===== config.mk =====
export PLATFORM = sky130hd
export DESIGN_NAME = string_escape_decoder_flat
export DESIGN_NICKNAME = d
export VERILOG_FILES = /design/src/design/sed_pkg.sv /design/src/design/sed_if.sv /design/src/design/sed_front.sv /design/src/design/sed_fifo.sv /design/src/design/sed_back.sv /design/src/design/string_escape_decoder.sv /design/src/flat_wrapper.sv
export SDC_FILE = /design/constraint.sdc
export NUM_CORES = 1
export LEC_CHECK = 0
export BUFFER_PORTS_ARGS = -buffer_cell sky130_fd_sc_hd__buf_4
export CORE_MARGIN = 1.5
export CORE_UTILIZATION = 43
export CTS_BUF_LIST = sky130_fd_sc_hd__clkbuf_2
export CTS_CLUSTER_DIAMETER = 80
export DETAILED_ROUTE_END_ITERATION = 7
export SETUP_SLACK_MARGIN = 0.4
export SLEW_MARGIN = 20
export SYNTH_ARGS = -nofsm -noshare
export SYNTH_HDL_FRONTEND = slang
export SYNTH_SLANG_ARGS = --single-unit
export TNS_END_PERCENT = 30

===== constraint.sdc =====
create_clock -name clock -period 3.1 [get_ports clock]
set_input_delay 0.465 -clock clock [delete_from_list [all_inputs] [get_ports clock]]
set_output_delay 0.465 -clock clock [all_outputs]
set_load 0.005 [all_outputs]

===== src/design/sed_pkg.sv =====
// Shared types, character codes and helper functions for the string escape decoder.
// Depends on nothing; every other design file uses it.
`default_nettype none

package sed_pkg;

   typedef logic [7:0] byte_type;

   typedef enum logic [1:0] {
      STATUS_BYTE  = 2'd0,
      STATUS_CLOSE = 2'd1,
      STATUS_ERROR = 2'd2
   } status_type;

   // Work handed from the front to the back through the queue.
   typedef enum logic [1:0] {
      CMD_BYTE  = 2'd0,
      CMD_CLOSE = 2'd1,
      CMD_ERROR = 2'd2,
      CMD_UNIT  = 2'd3
   } cmd_kind_type;

   typedef logic [15:0] unit_type;
   typedef logic [1:0]  count_type;    // result words per command, 1..3

   typedef struct packed {
      cmd_kind_type kind;
      unit_type     data;               // byte in [7:0], or the full code unit
      count_type    len;
   } cmd_type;

   localparam int FIFO_DEPTH = 4;
   localparam int FIFO_AW    = $clog2(FIFO_DEPTH);

   typedef struct packed {
      logic full;
      logic empty;
   } fifo_stat_type;

   localparam byte_type CH_BACKSLASH = 8'h5C;
   localparam byte_type CH_QUOTE     = 8'h22;
   localparam byte_type CH_N         = 8'h6E;
   localparam byte_type CH_R         = 8'h72;
   localparam byte_type CH_T         = 8'h74;
   localparam byte_type CH_U         = 8'h75;
   localparam byte_type CH_LF        = 8'h0A;
   localparam byte_type CH_CR        = 8'h0D;
   localparam byte_type CH_TAB       = 8'h09;

   localparam logic [2:0] HEX_DIGITS = 3'd4;
   localparam unit_type   UTF8_TWO_MIN   = 16'h0080;
   localparam unit_type   UTF8_THREE_MIN = 16'h0800;

   localparam byte_type UTF8_LEAD2 = 8'hC0;
   localparam byte_type UTF8_LEAD3 = 8'hE0;
   localparam byte_type UTF8_CONT  = 8'h80;

   // Bit 4 set flags a byte that is no hex digit; bits 3:0 hold the digit.
   function automatic logic [4:0] hex_value(input byte_type b);
      logic [4:0] v;
      v = 5'h10;
      if (b >= 8'h30 && b <= 8'h39) begin
         v = {1'b0, 4'(b - 8'h30)};
      end else if (b >= 8'h61 && b <= 8'h66) begin
         v = {1'b0, 4'(b - 8'h57)};
      end else if (b >= 8'h41 && b <= 8'h46) begin
         v = {1'b0, 4'(b - 8'h37)};
      end
      return v;
   endfunction

   function automatic count_type utf8_len(input unit_type cu);
      count_type n;
      if (cu < UTF8_TWO_MIN) begin
         n = 2'd1;
      end else if (cu < UTF8_THREE_MIN) begin
         n = 2'd2;
      end else begin
         n = 2'd3;
      end
      return n;
   endfunction

endpackage

`default_nettype wire


===== src/design/sed_if.sv =====
// Valid/ready channel interfaces for the request and response sides.
// Depends on sed_pkg for the payload types.
`default_nettype none

interface sed_req_if;
   logic               valid;
   logic               ready;
   sed_pkg::byte_type  in_byte;

   modport source (output valid, output in_byte, input ready);
   modport sink   (input valid, input in_byte, output ready);
endinterface

interface sed_rsp_if;
   logic                valid;
   logic                ready;
   sed_pkg::byte_type   out_byte;
   sed_pkg::status_type status;
   logic                last;

   modport source (output valid, output out_byte, output status, output last, input ready);
   modport sink   (input valid, input out_byte, input status, input last, output ready);
endinterface

`default_nettype wire


===== src/design/sed_front.sv =====
// Front end: accepts raw string bytes, tracks escape state and classifies each byte.
// Depends on sed_pkg and sed_req_if; pushes commands into sed_fifo.
`default_nettype none

module sed_front (
   input  wire logic            clock,
   input  wire logic            reset,
   sed_req_if.sink              req,
   input  wire logic            full_i,
   output logic                 push_o,
   output sed_pkg::cmd_type     cmd_o
);
   import sed_pkg::*;

   logic        escape_pending_ff, escape_pending_in;
   logic [2:0]  hex_cnt_ff, hex_cnt_in;
   logic [11:0] accum_ff, accum_in;
   logic        accept;
   logic [4:0]  hex;
   unit_type    cu;

   assign req.ready = !full_i;
   assign accept    = req.valid && !full_i;
   assign hex       = hex_value(req.in_byte);
   assign cu        = {accum_ff, hex[3:0]};

   always_comb begin
      escape_pending_in = escape_pending_ff;
      hex_cnt_in        = hex_cnt_ff;
      accum_in          = accum_ff;
      push_o            = 1'b0;
      cmd_o.kind        = CMD_BYTE;
      cmd_o.data        = {8'h00, req.in_byte};
      cmd_o.len         = 2'd1;
      if (accept) begin
         if (hex_cnt_ff >= 3'd1 && hex_cnt_ff <= HEX_DIGITS) begin
            if (hex[4]) begin
               // drop the escape on a bad digit
               escape_pending_in = 1'b0;
               hex_cnt_in        = 3'd0;
               accum_in          = 12'h000;
               push_o            = 1'b1;
               cmd_o.kind        = CMD_ERROR;
            end else if (hex_cnt_ff < HEX_DIGITS) begin
               accum_in   = {accum_ff[7:0], hex[3:0]};
               hex_cnt_in = hex_cnt_ff + 3'd1;
            end else begin
               escape_pending_in = 1'b0;
               hex_cnt_in        = 3'd0;
               accum_in          = 12'h000;
               push_o            = 1'b1;
               cmd_o.kind        = CMD_UNIT;
               cmd_o.data        = cu;
               cmd_o.len         = utf8_len(cu);
            end
         end else if (escape_pending_ff) begin
            escape_pending_in = 1'b0;
            hex_cnt_in        = 3'd0;
            push_o            = 1'b1;
            unique case (req.in_byte)
               CH_BACKSLASH: cmd_o.data = {8'h00, CH_BACKSLASH};
               CH_QUOTE:     cmd_o.data = {8'h00, CH_QUOTE};
               CH_N:         cmd_o.data = {8'h00, CH_LF};
               CH_R:         cmd_o.data = {8'h00, CH_CR};
               CH_T:         cmd_o.data = {8'h00, CH_TAB};
               CH_U: begin
                  push_o     = 1'b0;
                  hex_cnt_in = 3'd1;
                  accum_in   = 12'h000;
               end
               default: begin
                  accum_in   = 12'h000;
                  cmd_o.kind = CMD_ERROR;
               end
            endcase
         end else begin
            hex_cnt_in = 3'd0;
            if (req.in_byte == CH_BACKSLASH) begin
               escape_pending_in = 1'b1;
            end else if (req.in_byte == CH_QUOTE) begin
               accum_in   = 12'h000;
               push_o     = 1'b1;
               cmd_o.kind = CMD_CLOSE;
            end else begin
               push_o = 1'b1;
            end
         end
      end
   end

   always_ff @(posedge clock) begin
      if (reset) begin
         escape_pending_ff <= 1'b0;
         hex_cnt_ff        <= 3'd0;
         accum_ff          <= 12'h000;
      end else begin
         escape_pending_ff <= escape_pending_in;
         hex_cnt_ff        <= hex_cnt_in;
         accum_ff          <= accum_in;
      end
   end

endmodule

`default_nettype wire


===== src/design/sed_fifo.sv =====
// Short command queue between the front and the back end.
// Depends on sed_pkg for the command type and depth.
`default_nettype none

module sed_fifo (
   input  wire logic              clock,
   input  wire logic              reset,
   input  wire logic              push_i,
   input  sed_pkg::cmd_type       cmd_i,
   input  wire logic              pop_i,
   output sed_pkg::cmd_type       head_o,
   output sed_pkg::fifo_stat_type stat_o
);
   import sed_pkg::*;

   cmd_type                mem_ff [FIFO_DEPTH];
   logic [FIFO_AW-1:0]     wr_ptr_ff, wr_ptr_in;
   logic [FIFO_AW-1:0]     rd_ptr_ff, rd_ptr_in;
   logic [FIFO_AW:0]       count_ff, count_in;
   logic                   do_push, do_pop;

   assign stat_o.full  = (count_ff == (FIFO_AW+1)'(FIFO_DEPTH));
   assign stat_o.empty = (count_ff == '0);
   assign do_push      = push_i && !stat_o.full;
   assign do_pop       = pop_i && !stat_o.empty;
   assign head_o       = mem_ff[rd_ptr_ff];

   always_comb begin
      wr_ptr_in = do_push ? wr_ptr_ff + 1'b1 : wr_ptr_ff;
      rd_ptr_in = do_pop ? rd_ptr_ff + 1'b1 : rd_ptr_ff;
      count_in  = count_ff;
      if (do_push && !do_pop) begin
         count_in = count_ff + 1'b1;
      end else if (do_pop && !do_push) begin
         count_in = count_ff - 1'b1;
      end
   end

   always_ff @(posedge clock) begin
      if (do_push) begin
         mem_ff[wr_ptr_ff] <= cmd_i;
      end
   end

   always_ff @(posedge clock) begin
      if (reset) begin
         wr_ptr_ff <= '0;
         rd_ptr_ff <= '0;
         count_ff  <= '0;
      end else begin
         wr_ptr_ff <= wr_ptr_in;
         rd_ptr_ff <= rd_ptr_in;
         count_ff  <= count_in;
      end
   end

endmodule

`default_nettype wire


===== src/design/sed_back.sv =====
// Back end: expands queued commands into result words, UTF-8 one byte per cycle while rsp ready holds.
// Depends on sed_pkg and sed_rsp_if; reads the head of sed_fifo.
`default_nettype none

module sed_back (
   input  wire logic              clock,
   input  wire logic              reset,
   input  sed_pkg::cmd_type       head_i,
   input  sed_pkg::fifo_stat_type stat_i,
   output logic                   pop_o,
   sed_rsp_if.source              rsp
);
   import sed_pkg::*;

   logic       valid_ff, valid_in;
   byte_type   out_byte_ff, out_byte_in;
   status_type status_ff, status_in;
   logic       last_ff, last_in;
   count_type  idx_ff, idx_in;
   logic       load;
   byte_type   res_byte;
   status_type res_status;
   logic       res_last;

   assign load = !stat_i.empty && (!valid_ff || rsp.ready);

   always_comb begin
      res_byte   = head_i.data[7:0];
      res_status = STATUS_BYTE;
      res_last   = 1'b1;
      unique case (head_i.kind)
         CMD_BYTE: ;
         CMD_CLOSE: begin
            res_byte   = '0;
            res_status = STATUS_CLOSE;
         end
         CMD_ERROR: begin
            res_byte   = '0;
            res_status = STATUS_ERROR;
         end
         CMD_UNIT: begin
            res_last = (idx_ff == head_i.len - 2'd1);
            if (head_i.len == 2'd2) begin
               res_byte = (idx_ff == 2'd0) ? (UTF8_LEAD2 | {3'b000, head_i.data[10:6]})
                                           : (UTF8_CONT | {2'b00, head_i.data[5:0]});
            end else if (head_i.len == 2'd3) begin
               if (idx_ff == 2'd0) begin
                  res_byte = UTF8_LEAD3 | {4'h0, head_i.data[15:12]};
               end else if (idx_ff == 2'd1) begin
                  res_byte = UTF8_CONT | {2'b00, head_i.data[11:6]};
               end else begin
                  res_byte = UTF8_CONT | {2'b00, head_i.data[5:0]};
               end
            end
         end
         default: ;
      endcase
   end

   always_comb begin
      valid_in    = valid_ff;
      out_byte_in = out_byte_ff;
      status_in   = status_ff;
      last_in     = last_ff;
      idx_in      = idx_ff;
      pop_o       = 1'b0;
      if (load) begin
         valid_in    = 1'b1;
         out_byte_in = res_byte;
         status_in   = res_status;
         last_in     = res_last;
         if (res_last) begin
            pop_o  = 1'b1;
            idx_in = 2'd0;
         end else begin
            idx_in = idx_ff + 2'd1;
         end
      end else if (rsp.ready) begin
         valid_in = 1'b0;
      end
   end

   always_ff @(posedge clock) begin
      if (reset) begin
         valid_ff <= 1'b0;
         idx_ff   <= 2'd0;
      end else begin
         valid_ff <= valid_in;
         idx_ff   <= idx_in;
      end
   end

   always_ff @(posedge clock) begin
      out_byte_ff <= out_byte_in;
      status_ff   <= status_in;
      last_ff     <= last_in;
   end

   assign rsp.valid    = valid_ff;
   assign rsp.out_byte = out_byte_ff;
   assign rsp.status   = status_ff;
   assign rsp.last     = last_ff;

endmodule

`default_nettype wire


===== src/design/string_escape_decoder.sv =====
// Top level of the string escape decoder: front end, command queue and back end.
// Depends on sed_pkg, sed_if, sed_front, sed_fifo and sed_back.
//
//   channel | dir | handshake           | word
//   --------+-----+---------------------+----------------------------------
//   req_ch  | in  | valid/ready         | in_byte: one raw string body byte
//   rsp_ch  | out | valid/ready         | out_byte, status, last
//
// One byte is taken per cycle whenever the four-entry command queue has room;
// req ready does not look at rsp ready. A result word passes through the command
// queue and then the output register after its byte. The back end emits one word
// per cycle while rsp ready holds, so a \uXXXX escape yields three words there for
// code units at or above 0x800, against six input bytes. Reset (synchronous) clears
// the escape state, the queue and the output valid flag; a stalled rsp holds its word
// and backs up through the queue until req ready drops.
`default_nettype none

module string_escape_decoder (
   input  wire logic clock,
   input  wire logic reset,
   sed_req_if.sink   req_ch,
   sed_rsp_if.source rsp_ch
);
   import sed_pkg::*;

   logic          push;
   cmd_type       push_cmd;
   logic          pop;
   cmd_type       head;
   fifo_stat_type fifo_stat;

   // Classify each accepted byte and update the escape state.
   sed_front u_front (
      .clock  (clock),
      .reset  (reset),
      .req    (req_ch),
      .full_i (fifo_stat.full),
      .push_o (push),
      .cmd_o  (push_cmd)
   );

   // Decouple the two sides so a stalled output does not stop intake at once.
   sed_fifo u_fifo (
      .clock  (clock),
      .reset  (reset),
      .push_i (push),
      .cmd_i  (push_cmd),
      .pop_i  (pop),
      .head_o (head),
      .stat_o (fifo_stat)
   );

   // Expand each command into one to three result words.
   sed_back u_back (
      .clock  (clock),
      .reset  (reset),
      .head_i (head),
      .stat_i (fifo_stat),
      .pop_o  (pop),
      .rsp    (rsp_ch)
   );

   // The front never pushes into a full queue.
   a_no_push_when_full: assert property (@(posedge clock) disable iff (reset)
      push |-> !fifo_stat.full)
      else $error("command pushed into a full queue");

   // With nothing queued, nothing pushed and no word pending, no word appears.
   a_no_spurious_rsp: assert property (@(posedge clock) disable iff (reset)
      (!rsp_ch.valid && fifo_stat.empty && !push) |=> !rsp_ch.valid)
      else $error("result word without a queued command");

   // Close and error words end their input's results and carry a zero byte.
   a_ctrl_word_last: assert property (@(posedge clock) disable iff (reset)
      (rsp_ch.valid && rsp_ch.status != STATUS_BYTE)
         |-> (rsp_ch.last && rsp_ch.out_byte == 8'h00))
      else $error("close or error word malformed");

endmodule

`default_nettype wire


===== src/flat_wrapper.sv =====
// flat-port wrapper written by rule: the top's interface ports become plain ports
module string_escape_decoder_flat import sed_pkg::*;
  (clock, reset, req_ch_valid, req_ch_in_byte, req_ch_ready, rsp_ch_valid, rsp_ch_out_byte, rsp_ch_status, rsp_ch_last, rsp_ch_ready);
  sed_req_if req_ch_i ();
  sed_rsp_if rsp_ch_i ();
  input  wire logic clock;
  input  wire logic reset;
  input wire logic [$bits(req_ch_i.valid)-1:0] req_ch_valid;
  input wire logic [$bits(req_ch_i.in_byte)-1:0] req_ch_in_byte;
  output wire logic [$bits(req_ch_i.ready)-1:0] req_ch_ready;
  output wire logic [$bits(rsp_ch_i.valid)-1:0] rsp_ch_valid;
  output wire logic [$bits(rsp_ch_i.out_byte)-1:0] rsp_ch_out_byte;
  output wire logic [$bits(rsp_ch_i.status)-1:0] rsp_ch_status;
  output wire logic [$bits(rsp_ch_i.last)-1:0] rsp_ch_last;
  input wire logic [$bits(rsp_ch_i.ready)-1:0] rsp_ch_ready;
  assign req_ch_i.valid = req_ch_valid;
  assign req_ch_i.in_byte = req_ch_in_byte;
  assign req_ch_ready = req_ch_i.ready;
  assign rsp_ch_valid = rsp_ch_i.valid;
  assign rsp_ch_out_byte = rsp_ch_i.out_byte;
  assign rsp_ch_status = rsp_ch_i.status;
  assign rsp_ch_last = rsp_ch_i.last;
  assign rsp_ch_i.ready = rsp_ch_ready;
  string_escape_decoder u_core (.clock(clock), .reset(reset), .req_ch(req_ch_i), .rsp_ch(rsp_ch_i));
endmodule

# Yosys cells after proc, flatten, opt, wreduce, memory -nomap -nowiden
# Memories as Yosys holds them, arrays and structs flattened. A register that Yosys moved wholly into a read port is not among the register bits.
# Cells that the tools add are included.
# classes
n_reduce_logical	26
addsub	10
mux	60
n_eq_ne	17
n_lt_le_gt_ge	11
# ops
cell	n
12-bit two-way mux	7
8-bit by 7-bit == test with 1-bit output (second input constant)	5
20-bit two-way mux	2
8-bit case mux with 5 select lines	1
18-bit two-way mux	2
8-bit two-way mux	3
1-bit two-way mux	23
3-bit two-way mux	6
8-bit by 7-bit greater-or-equal comparator with 1-bit output (second input constant)	2
8-bit by 7-bit less-or-equal comparator with 1-bit output (second input constant)	2
16-bit by 12-bit less-than comparator with 1-bit output (second input constant)	1
16-bit by 8-bit less-than comparator with 1-bit output (second input constant)	1
2-bit two-way mux	8
8-bit case mux with 2 select lines	1
5-bit two-way mux	3
7-bit two-way mux	2
1-bit logical AND	10
2-bit == test (second input constant)	4
8-bit by 6-bit == test with 1-bit output (second input constant)	1
8-bit by 6-bit greater-or-equal comparator with 1-bit output (second input constant)	1
8-bit by 6-bit less-or-equal comparator with 1-bit output (second input constant)	1
4-bit by 3-bit subtractor with 4-bit output (second input constant)	2
2-bit by 1-bit adder with 2-bit output (second input constant)	3
3-bit by 1-bit adder with 3-bit output (second input constant)	2
24 further kinds	31
# totals
mem_bits_rw	80
n_memories	1
output_inout_bits	13
word_cells	136
reg_bits	37
in_bits	12
# memory_table
memory	words	width	read_ports	rd_ports_with_merged_regs	wr	line_no	source
u_core.u_fifo.mem_ff	4	20	1	1	1	sed_fifo.sv:16	cmd_type mem_ff [FIFO_DEPTH];

# Longest topological paths before layout
# logic_depth
word_depth	13
depth_mapped	14
ltp_nobuf	13

# By module
# From an unflattened synthesis, not the netlist that was laid out.
# hier_totals
hier_cells	446
hier_area_um2	5868.1
# modules_own_cells
module	seq_area_each_um2	cells_per_inst	n_inst	area_each_um2
sed_fifo	2582.5	152	1	3355.7
sed_front	320.3	190	1	1544.0
sed_back	390.4	104	1	968.4

# Least setup slack after synthesis
# No wires, ideal clock.
# synth_timing
path_type	register to register
start	register (tool-made name)
end	register u_core.u_fifo.count_ff[2]
setup_slack_ps	-327
required_ps	3029
t_arrival_ps	3356
setup_ps	71
n_path_buf	2
synth_period_minus_slack_ps	3427
stages_incl_launch_ff	15
path_cell_list	dfxtp_1 -> buf_4 -> buf_4 -> mux4_2 -> ha_1 -> xor2_1 -> o21ai_2 -> and2_1 -> inv_1 -> ha_1 -> inv_1 -> fa_1 -> xor2_1 -> or3_1 -> a21oi_1
# synth_rtl
item	line_no	source
to (signal assigned)	sed_fifo.sv:53	count_ff <= count_in;
to (decl)	sed_fifo.sv:19	logic [FIFO_AW:0] count_ff, count_in;

==> results.txt <==
The final worst setup slack came out at 0.2860 ns. The number of enable-type register cells in the synthesized netlist is 91. The number of optimization iterations in the first detailed-route pass is 5. The number of clock sinks came out at 119. The final number of hold-violating endpoints was 0. The largest fanout on the critical path is 3. The initialized floorplan defines 42 standard-cell rows.

The worst setup slack for register-to-register paths came out at 0.29 ns. The overall power after layout came out at 4.772 mW. The worst hold margin came out at 0.2283 ns. Sorting the synthesized cells by area gives the leading types as sky130_fd_sc_hd__edfxtp_1 47%, sky130_fd_sc_hd__dfxtp_1 9.7%, sky130_fd_sc_hd__mux4_2 7.8%. The most critical setup path has its endpoint at u_core.u_fifo.count_ff[2]. TritonCTS created 17 clock buffers. The setup violation total in the final timing report is 0. The average vias per placed instance came out at 5.437. The count of nets left with antenna violations once routing finished came out at 0.

The area of the die is 14160 µm². The worst pin sits at a relative slew slack of 0.5850. The detailed-routed wire length on met3 is 415 µm. The routed length on met2 came out at 5925 µm.

The type of element capturing the critical path is a flop. The synthesis-to-layout area growth is 16.33%. Of all flip-flops after synthesis, the portion carrying an async set or reset was 0. The final cycle utilization of the critical path is 0.9077. TritonCTS built the clock tree.

The synthesized design spends more area on one cell type than any other, namely sky130_fd_sc_hd__edfxtp_1. The register bit total from synthesis is 119. The data arrival time of the critical path is 3.39 ns. The aggregate routed wire length came out at 11740 µm. The worst setup path is launched from a flop. The final global-route overflow total is 0. The reported leakage power is 2.406 nW.

The number of non-filler instances in the completed layout is 689. Clock-pin slew was measured on the worst setup and hold paths at 0.17 ns. The sum of net half-perimeters after detailed placement came out at 8216 µm. The number of top-level pins came out at 25.

The number of distinct library cells after synthesis came out at 72. The share of synthesized area in the top cell type comes to 0.4724. The number of warnings printed during yosys synthesis came out at 0. The placed cell count is 638. The run finished with clean final reports.

The height of the die came out at 119.0 µm. The worst reg2reg path depth is 12. Counting along the longest clock path gives a buffer depth of 2. The cell at the root of the clock tree is sky130_fd_sc_hd__clkbuf_2. The net count of the finished layout is 528. The clock arrives with 0.02725 ns of skew. The path class of the tightest hold or removal check is primary input to flop. The highest layer touched by signal routing is met4. The placer's final routability congestion estimate is 0.8440. From left edge to right edge, the die measures 119.0 µm. The final routed wire length divided by cell count is 17.04 µm. The end of the worst register-to-register path is u_core.u_fifo.count_ff[2]. The total negative setup slack is 0 ns. The minimum setup slack after placement came out at 0.02129 ns. In this run the cell area measured after placement is 6266 µm². Synthesis handed over a netlist of 441 instances. Synthesis produced a netlist with a net count of 470.

In this run, the number of DRC markers left after iteration 0 of detailed routing was 275. The highest clock rate came out at 355.4 MHz. The post-route cell area is 6729 µm². Among all flip-flop cells after synthesis, the most frequent one is sky130_fd_sc_hd__edfxtp_1. The shortest period the worst path allows is 2.814 ns. The first-pass GRT wire length came out at 18720 µm.

The max-cap check violation count came out at 0. The largest net degree at the start of global routing is 34. The wire length the detailed router placed on met1 is 5246 µm. The average cell area after synthesis is 13.12 µm². The part of the Yosys area used for sequential elements came out at 0.5693.

For the pin with the worst max-slew slack, the measured transition is 0.6213 ns. The power density of the placed cells is 709.1 nW/µm². The post-synth design cell area came out at 5784 µm². The worst-skew pair later-pin latency is 0.62 ns.

Setup repair after global routing could not meet its margin everywhere. The number of levels the H-tree was split into came out at 4. The count of pins over their slew limit came out at 0. The region available for standard cell placement spans 13190 µm².

The final route contains 3746 vias. For this run, design rule violations remaining after detail routing come to 0. The number of global-route vias before repair came out at 3556. The worst-case IR drop observed on VDD is 0.2546 mV. The data required time at the worst endpoint is 3.67 ns.

The global router's overall resource usage came out at 0.1742. The initial antenna violation count came out at 1. The worst setup path is of the flop to flop kind. For this run, the share of the core covered by cells in the final layout is 0.5102.

The initial core utilization came out at 0.4385. The count of buffers added on input and output ports is 24. The layout cell share with drive strength beyond 1 came out at 0.2910.
-- state kept, by name, indices dropped and copies added, names as in the netlist, named ones only --
| name | cells |
|---|---|
| u_core.u_back.rsp.last | 1 |
| u_core.u_fifo.wr_ptr_ff | 2 |
| u_core.u_fifo.mem_ff | 80 |
| u_core.u_back.idx_ff | 2 |
| u_core.u_fifo.rd_ptr_ff | 2 |
| u_core.u_fifo.count_ff | 3 |
| u_core.u_back.rsp.valid | 1 |
| u_core.u_front.escape_pending_ff | 1 |
| u_core.u_back.rsp.status | 2 |
| u_core.u_front.hex_cnt_ff | 3 |
| u_core.u_front.accum_ff | 12 |
| u_core.u_back.rsp.out_byte | 8 |
-- worst min path at each step --
stage | endpoint | cells past startpoint | start | slack, ns
floorplan | u_core.u_front.accum_ff[5] | 2 | u_core.u_front.accum_ff[1] | 0.45
global placement | u_core.u_back.rsp.valid | 2 | u_core.u_back.rsp.valid | 0.46
detailed placement | u_core.u_back.rsp.valid | 2 | u_core.u_back.rsp.valid | 0.47
CTS | u_core.u_back.rsp.valid | 4 | rsp_ch_ready | 0.01
global route | u_core.u_fifo.count_ff[0] | 2 | reset | 0.14
finish | u_core.u_front.hex_cnt_ff[1] | 2 | reset | 0.23
-- critical path, stage by stage, from the launching register on --
cell	delay (ns)
sky130_fd_sc_hd__dfxtp_4	0.40
sky130_fd_sc_hd__mux4_2	0.53
sky130_fd_sc_hd__ha_4	0.30
sky130_fd_sc_hd__xor2_2	0.15
sky130_fd_sc_hd__o21ai_2	0.08
sky130_fd_sc_hd__and2_4	0.17
sky130_fd_sc_hd__inv_4	0.06
sky130_fd_sc_hd__ha_4	0.13
sky130_fd_sc_hd__inv_2	0.03
sky130_fd_sc_hd__fa_2	0.32
sky130_fd_sc_hd__xor2_1	0.16
sky130_fd_sc_hd__or3_1	0.32
sky130_fd_sc_hd__a21oi_2	0.11
-- area by class of cell --
type	count	area [µm²]
fillers	1166	6461
inverters	21	81.33
clock buffers	21	105.1
diodes	1	2.502
repair buffers	59	508.0
well taps	176	220.2
multi-input cells	281	2335
clock inverters	11	178.9
flip-flops and latches	119	3298
-- metal layers --
| layer | up-vias | GRT usage |
|---|---|---|
| li1 | 1810 | - |
| met1 | 1830 | 0.2217 |
| met2 | 96 | 0.2879 |
| met3 | 10 | 0.04215 |
| met4 | 0 | 0.06852 |
| met5 | - | 0 |
-- synthesized netlist by cell type (2+ instances only) --
library cell / n
sky130_fd_sc_hd__nor2b_1: 16
sky130_fd_sc_hd__a21oi_1: 19
sky130_fd_sc_hd__mux4_2: 20
sky130_fd_sc_hd__o211ai_1: 3
sky130_fd_sc_hd__a31oi_1: 3
sky130_fd_sc_hd__o21a_1: 5
sky130_fd_sc_hd__buf_6: 2
sky130_fd_sc_hd__a21o_1: 4
sky130_fd_sc_hd__buf_2: 4
sky130_fd_sc_hd__o32ai_1: 2
sky130_fd_sc_hd__o31a_1: 2
sky130_fd_sc_hd__a221oi_1: 2
sky130_fd_sc_hd__nor3b_1: 2
sky130_fd_sc_hd__nand3_1: 10
sky130_fd_sc_hd__a22oi_1: 2
sky130_fd_sc_hd__o31ai_1: 3
sky130_fd_sc_hd__dfxtp_1: 28
sky130_fd_sc_hd__and4_1: 2
sky130_fd_sc_hd__buf_1: 2
sky130_fd_sc_hd__o21bai_1: 2
sky130_fd_sc_hd__nor3_1: 10
sky130_fd_sc_hd__a22o_1: 4
sky130_fd_sc_hd__xor2_1: 3
sky130_fd_sc_hd__nand2_1: 27
sky130_fd_sc_hd__xnor2_1: 2
sky130_fd_sc_hd__and3_1: 4
sky130_fd_sc_hd__nor2_1: 16
sky130_fd_sc_hd__o21ai_2: 11
sky130_fd_sc_hd__o21ai_0: 28
sky130_fd_sc_hd__a211oi_2: 2
sky130_fd_sc_hd__and4b_1: 2
sky130_fd_sc_hd__o41ai_1: 4
sky130_fd_sc_hd__nand2b_1: 4
sky130_fd_sc_hd__a2bb2oi_1: 2
sky130_fd_sc_hd__mux2i_1: 6
sky130_fd_sc_hd__and2_1: 14
sky130_fd_sc_hd__clkbuf_1: 7
sky130_fd_sc_hd__ha_1: 16
sky130_fd_sc_hd__inv_1: 21
sky130_fd_sc_hd__edfxtp_1: 91
sky130_fd_sc_hd__or4_1: 2
sky130_fd_sc_hd__buf_4: 2
-- cell families (layout without fill, tap and decap cells) --
logic type / Yosys count / after routing / synth area share
xor gates and xnor gates: 5 / 5 / 0.007572
muxes: 28 / 28 / 0.09280
adders and majority gates: 17 / 17 / 0.03807
other: 0 / 1 / 0
DFF: 119 / 119 / 0.5693
and+or+nand+nor: 123 / 123 / 0.1248
buffers and inverters: 41 / 112 / 0.03612
AOI/OAI and AO/OA: 108 / 108 / 0.1313
-- cells in the final DEF (no fill, tap or decap), types with 5 or more instances in the layout --
cell type                   instances
sky130_fd_sc_hd__inv_1             18
sky130_fd_sc_hd__a21oi_1           18
sky130_fd_sc_hd__buf_12             5
sky130_fd_sc_hd__buf_4             53
sky130_fd_sc_hd__bufinv_16          5
sky130_fd_sc_hd__mux2i_1            6
sky130_fd_sc_hd__nand3_1           10
sky130_fd_sc_hd__o21ai_0           28
sky130_fd_sc_hd__nor3_1            10
sky130_fd_sc_hd__ha_1              14
sky130_fd_sc_hd__edfxtp_1          91
sky130_fd_sc_hd__mux4_2            20
sky130_fd_sc_hd__o21a_1             5
sky130_fd_sc_hd__o21ai_2           11
sky130_fd_sc_hd__nor2_1            16
sky130_fd_sc_hd__clkbuf_2          21
sky130_fd_sc_hd__and2_1            11
sky130_fd_sc_hd__dfxtp_1           26
sky130_fd_sc_hd__nand2_1           27
sky130_fd_sc_hd__nor2b_1           16
-- repair_timing --
action / in CTS / in global routing
endpoints found under the setup margin: 2 / 78
hold buffers: 0 / 1
setup buffers: 4 / 13
hold endpoints to repair: 0 / 1
pin swaps: 2 / 0
resized for setup: 4 / 7
-- power by group --
part | total [mW] | leakage (nW) | switching [mW] | internal [mW]
sequential | 2.07 | 1.07 | 0.0875 | 1.98
combinational | 1.56 | 1.16 | 0.785 | 0.772
clock | 1.14 | 0.171 | 0.530 | 0.614
total | 4.77 | 2.41 | 1.40 | 3.37
Power figures use the tool's default switching activity.
